**src/hw/rtl/clt_pkg.sv**
```systemverilog
package clt_pkg;

	localparam int MAX_CLIPS = 16;
	localparam int MAX_ANIMATIONS = 16;
	localparam int LEN_W = 24;
	localparam int TOT_W = 28;
	localparam int DVD_W = 40;
	localparam int DVS_W = 32;
	localparam int FRAC_W = 16;

	localparam logic [1:0] MODE_CLIP = 2'd0;
	localparam logic [1:0] MODE_ANIM = 2'd1;
	localparam logic [1:0] MODE_EVAL = 2'd2;

	localparam logic [1:0] CFG_LOOP = 2'd0;
	localparam logic [1:0] CFG_CLIPS = 2'd1;
	localparam logic [1:0] CFG_ANIMS = 2'd2;

	typedef struct packed {
		logic [1:0]       mode;
		logic [3:0]       slot;
		logic [3:0]       clip_animation;
		logic [LEN_W-1:0] clip_length;
		logic             clip_repeats;
		logic [LEN_W-1:0] clip_fade_length;
		logic [LEN_W-1:0] animation_length;
		logic [31:0]      query_time;
	} cmd_t;

	typedef struct packed {
		logic              valid_res;
		logic [3:0]        active_animation;
		logic [LEN_W-1:0]  local_ticks;
		logic              blending;
		logic [FRAC_W-1:0] blend_fraction;
		logic [3:0]        next_animation;
		logic [LEN_W-1:0]  next_local_ticks;
	} res_t;

	typedef struct packed {
		logic             start;
		logic [DVD_W-1:0] dividend;
		logic [DVS_W-1:0] divisor;
	} div_req_t;

	typedef struct packed {
		logic             done;
		logic [DVD_W-1:0] quotient;
		logic [DVS_W-1:0] remainder;
	} div_rsp_t;

endpackage

```
**src/hw/rtl/clt_div.sv**
```systemverilog
module clt_div (
	input  logic              clk,
	input  logic              arst_n,
	input  clt_pkg::div_req_t req,
	output clt_pkg::div_rsp_t rsp
);
	import clt_pkg::*;

	localparam int CNT_W = $clog2(DVD_W + 1);

	logic             busy_q;
	logic             done_q;
	logic [CNT_W-1:0] cnt_q;
	logic [DVD_W-1:0] num_q;
	logic [DVS_W-1:0] rem_q;
	logic [DVS_W-1:0] den_q;
	logic [DVS_W:0]   sh;
	logic [DVS_W:0]   diff;
	logic             ge;

	assign sh = {rem_q, num_q[DVD_W-1]};
	assign diff = sh - {1'b0, den_q};
	assign ge = sh >= {1'b0, den_q};

	always_ff @(posedge clk or negedge arst_n) begin
		if (!arst_n) begin
			busy_q <= 1'b0;
			done_q <= 1'b0;
			cnt_q <= '0;
		end else begin
			done_q <= 1'b0;
			if (req.start) begin
				busy_q <= 1'b1;
				cnt_q <= '0;
			end else if (busy_q) begin
				if (cnt_q == CNT_W'(DVD_W - 1)) begin
					busy_q <= 1'b0;
					done_q <= 1'b1;
				end
				cnt_q <= cnt_q + 1'b1;
			end
		end
	end

	always_ff @(posedge clk) begin
		if (req.start) begin
			num_q <= req.dividend;
			den_q <= req.divisor;
			rem_q <= '0;
		end else if (busy_q) begin
			if (ge) begin
				rem_q <= diff[DVS_W-1:0];
				num_q <= {num_q[DVD_W-2:0], 1'b1};
			end else begin
				rem_q <= sh[DVS_W-1:0];
				num_q <= {num_q[DVD_W-2:0], 1'b0};
			end
		end
	end

	assign rsp.done = done_q;
	assign rsp.quotient = num_q;
	assign rsp.remainder = rem_q;

endmodule

```
**src/hw/rtl/clip_timeline_locator_top.sv**
```systemverilog
// Channel | Direction | Handshake          | Payload
// cmd     | in        | cmd_valid/stall    | cmd (clt_pkg::cmd_t)
// res     | out       | res_valid/stall    | res (clt_pkg::res_t)
// cfg     | in        | cfg_valid/ready    | cfg_index, cfg_data
// A table write gives no result.
// An evaluation item walks the N clips in use and makes up to three passes of the
// shared bit-serial divider: one for the sequence wrap when looping, one for a
// repeating clip and one for the blend fraction.
// Reset clears the tables, configuration and control state; the result register
// parts the sides; a held result waits for res_stall to fall before the next loads.
module clip_timeline_locator_top (
	input  logic          clk,
	input  logic          arst_n,
	input  logic          cmd_valid,
	output logic          cmd_stall,
	input  clt_pkg::cmd_t cmd,
	output logic          res_valid,
	input  logic          res_stall,
	output clt_pkg::res_t res,
	input  logic          cfg_valid,
	output logic          cfg_ready,
	input  logic [1:0]    cfg_index,
	input  logic [4:0]    cfg_data
);
	import clt_pkg::*;

	typedef enum logic [3:0] {
		S_IDLE, S_SUM, S_WRAP, S_DIVT, S_WALK, S_DIVL, S_BLEND, S_DIVB, S_END, S_PUSH
	} state_t;

	state_t state_q;

	logic             loop_q;
	logic [4:0]       clips_q;
	logic [4:0]       anims_q;
	logic [3:0]       clip_anim_q [MAX_CLIPS];
	logic [LEN_W-1:0] clip_len_q [MAX_CLIPS];
	logic             clip_rep_q [MAX_CLIPS];
	logic [LEN_W-1:0] clip_fade_q [MAX_CLIPS];
	logic [LEN_W-1:0] anim_len_q [MAX_ANIMATIONS];

	logic [4:0]       ci_q;
	logic [31:0]      t_q;
	logic [TOT_W-1:0] total_q;
	logic [LEN_W-1:0] fade_q;
	logic [LEN_W-1:0] remain_q;
	logic [LEN_W-1:0] win_q;
	logic             has_next_q;
	res_t             acc_q;
	res_t             res_q;
	logic             res_valid_q;
	div_req_t         div_req_q;
	div_rsp_t         div_rsp;

	logic [4:0]       nc;
	logic [4:0]       na;
	logic [3:0]       idx;
	logic [3:0]       anim_idx;
	logic [LEN_W-1:0] alen;
	logic [LEN_W-1:0] dur;
	logic             cmd_acc;
	logic             res_acc;

	assign nc = (clips_q > 5'(MAX_CLIPS)) ? 5'(MAX_CLIPS) : clips_q;
	assign na = (anims_q > 5'(MAX_ANIMATIONS)) ? 5'(MAX_ANIMATIONS) : anims_q;
	assign idx = ci_q[3:0];
	assign anim_idx = ({1'b0, clip_anim_q[idx]} > na - 5'd1) ? 4'(na - 5'd1)
		: clip_anim_q[idx];
	assign alen = anim_len_q[anim_idx];
	assign dur = (clip_len_q[idx] != '0) ? clip_len_q[idx] : alen;

	assign cmd_stall = state_q != S_IDLE;
	assign cmd_acc = cmd_valid && !cmd_stall;
	assign res_acc = res_valid_q && !res_stall;
	assign cfg_ready = 1'b1;
	assign res_valid = res_valid_q;
	assign res = res_q;

	clt_div u_div (
		.clk(clk),
		.arst_n(arst_n),
		.req(div_req_q),
		.rsp(div_rsp)
	);

	always_ff @(posedge clk or negedge arst_n) begin
		if (!arst_n) begin
			loop_q <= 1'b0;
			clips_q <= '0;
			anims_q <= '0;
			for (int i = 0; i < MAX_CLIPS; i++) begin
				clip_anim_q[i] <= '0;
				clip_len_q[i] <= '0;
				clip_rep_q[i] <= 1'b0;
				clip_fade_q[i] <= '0;
			end
			for (int i = 0; i < MAX_ANIMATIONS; i++) begin
				anim_len_q[i] <= '0;
			end
		end else begin
			if (cfg_valid) begin
				unique case (cfg_index)
					CFG_LOOP:  loop_q <= cfg_data[0];
					CFG_CLIPS: clips_q <= cfg_data;
					CFG_ANIMS: anims_q <= cfg_data;
					default:   ;
				endcase
			end
			if (cmd_acc && cmd.mode == MODE_CLIP) begin
				clip_anim_q[cmd.slot] <= cmd.clip_animation;
				clip_len_q[cmd.slot] <= cmd.clip_length;
				clip_rep_q[cmd.slot] <= cmd.clip_repeats;
				clip_fade_q[cmd.slot] <= cmd.clip_fade_length;
			end
			if (cmd_acc && cmd.mode == MODE_ANIM) begin
				anim_len_q[cmd.slot] <= cmd.animation_length;
			end
		end
	end

	always_ff @(posedge clk or negedge arst_n) begin
		if (!arst_n) begin
			state_q <= S_IDLE;
			res_valid_q <= 1'b0;
			div_req_q.start <= 1'b0;
		end else begin
			div_req_q.start <= 1'b0;
			if (res_acc) begin
				res_valid_q <= 1'b0;
			end
			unique case (state_q)
				S_IDLE: begin
					if (cmd_acc && cmd.mode == MODE_EVAL) begin
						t_q <= cmd.query_time;
						ci_q <= '0;
						total_q <= '0;
						acc_q <= '0;
						state_q <= S_SUM;
					end
				end
				S_SUM: begin
					if (nc == '0 || na == '0) begin
						state_q <= S_PUSH;
					end else begin
						total_q <= total_q + TOT_W'(dur);
						if (ci_q == nc - 5'd1) begin
							state_q <= S_WRAP;
						end else begin
							ci_q <= ci_q + 5'd1;
						end
					end
				end
				S_WRAP: begin
					ci_q <= '0;
					if (total_q == '0) begin
						state_q <= S_PUSH;
					end else begin
						acc_q.valid_res <= 1'b1;
						if (loop_q) begin
							div_req_q.start <= 1'b1;
							div_req_q.dividend <= DVD_W'(t_q);
							div_req_q.divisor <= DVS_W'(total_q);
							state_q <= S_DIVT;
						end else begin
							if (t_q > 32'(total_q)) begin
								t_q <= 32'(total_q);
							end
							state_q <= S_WALK;
						end
					end
				end
				S_DIVT: begin
					if (div_rsp.done) begin
						t_q <= div_rsp.remainder;
						state_q <= S_WALK;
					end
				end
				S_WALK: begin
					if (t_q >= 32'(dur)) begin
						t_q <= t_q - 32'(dur);
						if (ci_q == nc - 5'd1) begin
							state_q <= S_END;
						end else begin
							ci_q <= ci_q + 5'd1;
						end
					end else begin
						acc_q.active_animation <= anim_idx;
						fade_q <= clip_fade_q[idx];
						remain_q <= dur - t_q[LEN_W-1:0];
						has_next_q <= loop_q || (ci_q + 5'd1 < nc);
						if (alen == '0) begin
							acc_q.local_ticks <= '0;
							state_q <= S_BLEND;
						end else if (clip_rep_q[idx]) begin
							div_req_q.start <= 1'b1;
							div_req_q.dividend <= DVD_W'(t_q[LEN_W-1:0]);
							div_req_q.divisor <= DVS_W'(alen);
							state_q <= S_DIVL;
						end else begin
							acc_q.local_ticks <= (t_q[LEN_W-1:0] < alen - 1'b1)
								? t_q[LEN_W-1:0] : alen - 1'b1;
							state_q <= S_BLEND;
						end
					end
				end
				S_DIVL: begin
					if (div_rsp.done) begin
						acc_q.local_ticks <= div_rsp.remainder[LEN_W-1:0];
						state_q <= S_BLEND;
					end
				end
				S_BLEND: begin
					if (fade_q != '0 && has_next_q && remain_q <= fade_q) begin
						win_q <= fade_q - remain_q;
						ci_q <= (ci_q + 5'd1 == nc) ? 5'd0 : ci_q + 5'd1;
						div_req_q.start <= 1'b1;
						div_req_q.dividend <= {(fade_q - remain_q), FRAC_W'(0)};
						div_req_q.divisor <= DVS_W'(fade_q);
						state_q <= S_DIVB;
					end else begin
						state_q <= S_PUSH;
					end
				end
				S_DIVB: begin
					if (div_rsp.done) begin
						acc_q.blending <= 1'b1;
						acc_q.blend_fraction <= div_rsp.quotient[FRAC_W-1:0];
						acc_q.next_animation <= anim_idx;
						acc_q.next_local_ticks <= win_q;
						state_q <= S_PUSH;
					end
				end
				S_END: begin
					acc_q.active_animation <= anim_idx;
					acc_q.local_ticks <= (alen == '0) ? '0 : alen - 1'b1;
					state_q <= S_PUSH;
				end
				S_PUSH: begin
					if (!res_valid_q || !res_stall) begin
						res_q <= acc_q;
						res_valid_q <= 1'b1;
						state_q <= S_IDLE;
					end
				end
				default: state_q <= S_IDLE;
			endcase
		end
	end

	a_push_from_seq: assert property (@(posedge clk) disable iff (!arst_n)
		$rose(res_valid) |-> $past(state_q) == S_PUSH)
		else $error("result appeared without the sequencer finishing");

	a_div_done_waited: assert property (@(posedge clk) disable iff (!arst_n)
		div_rsp.done |-> (state_q == S_DIVT || state_q == S_DIVL || state_q == S_DIVB))
		else $error("divider finished while the sequencer was not waiting");

	a_invalid_zero: assert property (@(posedge clk) disable iff (!arst_n)
		(res_valid && !res.valid_res) |-> (res.local_ticks == '0 && !res.blending))
		else $error("invalid result carries non-zero fields");

endmodule
```
**config.mk**
```make
export PLATFORM = sky130hd
export DESIGN_NAME = clip_timeline_locator_top
export DESIGN_NICKNAME = d
export VERILOG_FILES = /design/src/hw/rtl/clt_pkg.sv /design/src/hw/rtl/clt_div.sv /design/src/hw/rtl/clip_timeline_locator_top.sv
export SDC_FILE = /design/constraint.sdc
export NUM_CORES = 2
export LEC_CHECK = 0
export ABC_AREA = 1
export BUFFER_PORTS_ARGS = -buffer_cell sky130_fd_sc_hd__buf_2
export CAP_MARGIN = 10
export CORE_MARGIN = 1.5
export CORE_UTILIZATION = 61
export DETAILED_ROUTE_END_ITERATION = 16
export GPL_ROUTABILITY_DRIVEN = 0
export PLACE_DENSITY_LB_ADDON = 0.25
export SLEW_MARGIN = 25
export SYNTH_ARGS = -nofsm -noshare
export SYNTH_HDL_FRONTEND = slang
export SYNTH_SLANG_ARGS = --single-unit
```
**constraint.sdc**
```tcl
create_clock -name clk -period 12.83 [get_ports clk]
set_input_delay 0 -clock clk [delete_from_list [all_inputs] [get_ports clk]]
set_output_delay 0 -clock clk [all_outputs]
set_load 0.03 [all_outputs]
```
==> run summary <==
Seq cells post-synth: 1711
R2R depth: 35
Initial drt markers: 9784
Worst vdd ir: 0.579 mV
Nets: 10000
Syn nets: 10100
Max_slew headroom: 26.2%
Post-synth top area cell: dfrtp_1
Chip width: 372 um
Transition time of the tightest slew-check pin: 1110 ps
Critical path buffer and inverter count: 6
Clock slew at reported path FFs: 60 ps
Synth cell types: 59
Wire per inst: 21.9 um
Top FF cell, synth: dfrtp_1
CTS tree: done
Setup Crit Path Kind: reg2reg
Area Overhead vs Synth: 10.6%
Count leader, synth: nand2_1
Final hold viol count: 0
Die height: 372 um
# Max-Cap Violations: 0
Global Route Usage Sum: 36.7%
Synthesized area: 83000 um^2
F_max: 0.0979 GHz
Max Slew Vio Count: 0
Sequential share of the synthesized area: 53.9%
Starting Density: 61.3%
Via count: 72300
Fillers: 10600
Sum Neg Setup Slack: 0 ps
Post-synth EDFFs: 422
Startpoint type of the worst setup path: flip-flop
Crit path DAT: 10650 ps
Final WL: 255 mm
Port bufs: 202
Pin count of the biggest net entering global routing: 201
Gr ovfl total: 0
Mapped Cells: 9799
Setup violators final: 0
Area contributors post-synth: dfrtp_1 (38%), edfxtp_1 (15%), o21ai_0 (11%), nand2_1 (11%), inv_1 (3.5%)
RSZ-0062 raised after global routing: false
Die area: 138000 um^2
Final instance area: 91800 um^2
Hold Path Cell Cnt: 4
Clk_lat worst skew: 820 ps
Vias in the first global route: 67600
DR pass1 iterations: 12
Clock sinks: 1711
Mean Syn Cell Area: 8.47 um^2
Outcome: completed
Pwr dens: 286 nW/um^2
H-tree Lvls: 4
# IOs: 204
Final worst path period need: 10220 ps
Core area: 135000 um^2
HP Class: in2reg
Post-DP HPWL: 156 mm
Static leakage: 41.8 nW
Num rows: 135
Critical-path top delay cell: nand2_8
Clock tree buffer depth: 3
Asr flop ratio synth: 73.5%
Max incr delay on CP: 780 ps
CP max FO: 167
Area share of the leading cell type in the synthesized netlist: 37.9%
Share of layout cells above drive strength 1: 6.55%
Clock buffer count from CTS: 174
Critical path depth in cells: 35
Skew final: 28.8 ps
Antenna Violating Nets Remaining: 0
First-pass GRT wire length: 392 mm
Final period util: 79.6%
CP Capture Type: flip-flop
Commonest cells in the netlist: nand2_1 (2399), o21ai_0 (1843), dfrtp_1 (1257)
Drt via density: 6.21
Clock root buffer: clkbuf_16
Initial antenna violation count: 11
Synth warn: 0
CP delay by family, top: simple AND/OR/NAND/NOR gates
DRC: 0
Placed cell area: 84500 um^2
Cell mode on critical path: nand2_1
CP required: 13260 ps
==> per-stage QoR <==
stage | power (W) | instances | util [%] | setup slack (ps) | hold WS (ps)
after floorplan | 0.0164 | 9799 | - | 2780 | -296
after global placement | 0.0200 | 11200 | 62.4 | 3360 | -47.8
after detailed placement | 0.0203 | 11200 | 62.4 | 3100 | -46.2
after CTS | 0.0256 | 11600 | 67.8 | 3060 | 33.3
after global routing | 0.0276 | 11600 | 67.9 | 2000 | 81.8
final | 0.0262 | 11600 | 67.9 | 2610 | 78.9
==> placed cells by master (no fill, tap or decap), drive strengths merged, types with 44 or more instances in the layout <==
cell            n
o22ai          80
clkbuf        249
clkinv         44
dlygate4sd3   137
ha            189
o21ai        1856
a21oi         271
nor2          718
xor2           58
inv           796
edfxtp        422
o221ai        155
nand3         527
dfrtp        1257
nand2        2404
o211ai         97
buf           289
==> power breakdown <==
part	internal [W]	total [W]	switching, W
Clock	0.00301	0.00521	0.00220
Sequential	0.00690	0.00757	0.000674
Combinational	0.00380	0.0134	0.00965
Total	0.0137	0.0262	0.0125
==> final cells by class <==
cell class	instances	area, um^2	area share [%]
sequential	1711	44800	48.8
clock inverter	63	791	0.861
antenna	5	12.5	0.0136
inverter	794	3000	3.26
tap	1781	2230	2.43
multi-input combinational	6620	32800	35.8
clock buffer	249	5020	5.47
timing repair buffer	426	3170	3.45
==> per-layer routing <==
| layer | track usage [%] | up-vias | routed length (um) | share of wire [%] |
|---|---|---|---|---|
| li1 | - | 32600 | - | - |
| met2 | 54.4 | 4253 | 110000 | 43 |
| met3 | 9.18 | 823 | 29500 | 12 |
| met4 | 19.4 | 20 | 14400 | 5.7 |
| met5 | 0 | - | 143 | 0.056 |
| met1 | 50.1 | 34600 | 100000 | 39 |
==> final timing paths <==
kind / start / end / slack (ps)
setup / recovery: ci_q[0] / div_req_q[65] / 2610
setup reg to reg: ci_q[0] / div_req_q[65] / 2610
hold / removal: cmd[22] / t_q[22] / 80
max in group asynchronous: arst_n / clip_fade_q[88] / 9140
min in group asynchronous: arst_n / clip_len_q[110] / 420
hold reg to reg: acc_q[7] / res[7] / 420
==> worst reg2reg max path: cells and delay by family (launching register included) <==
kind | cells | cell delay, ps
compound gates | 7 | 1720
fa+ha+maj | 2 | 550
buf+inv | 6 | 3030
flops | 1 | 450
simple gates | 20 | 4000
==> cells by family after synthesis <==
kind of cell	count (synthesis)	share of synthesized area, %
buf+inv	1468	6.92
compound gates	2556	16.9
simple gates	3776	18.3
other cells	1	0.00452
xor+xnor	93	0.981
flops	1711	53.9
fa+ha+maj	194	2.97
==> state kept, by name, summed over array words and instances, names as in the netlist, 32 cells and up <==
name / count
t_q: 32
div_req_q: 69
res: 74
clip_fade_q: 384
acc_q: 74
clip_len_q: 384
u_div.rem_q: 32
clip_anim_q: 64
anim_len_q: 384
u_div.num_q: 40
==> repair_timing <==
item | CTS | global route
hold buffers | 138 | 0
hold endpoints to repair | 1565 | 0
buffers inserted | 0 | 0
gates resized for setup | 0 | 0
setup endpoints to repair | 0 | 0
No activity file was read; power rests on OpenSTA's default activity.
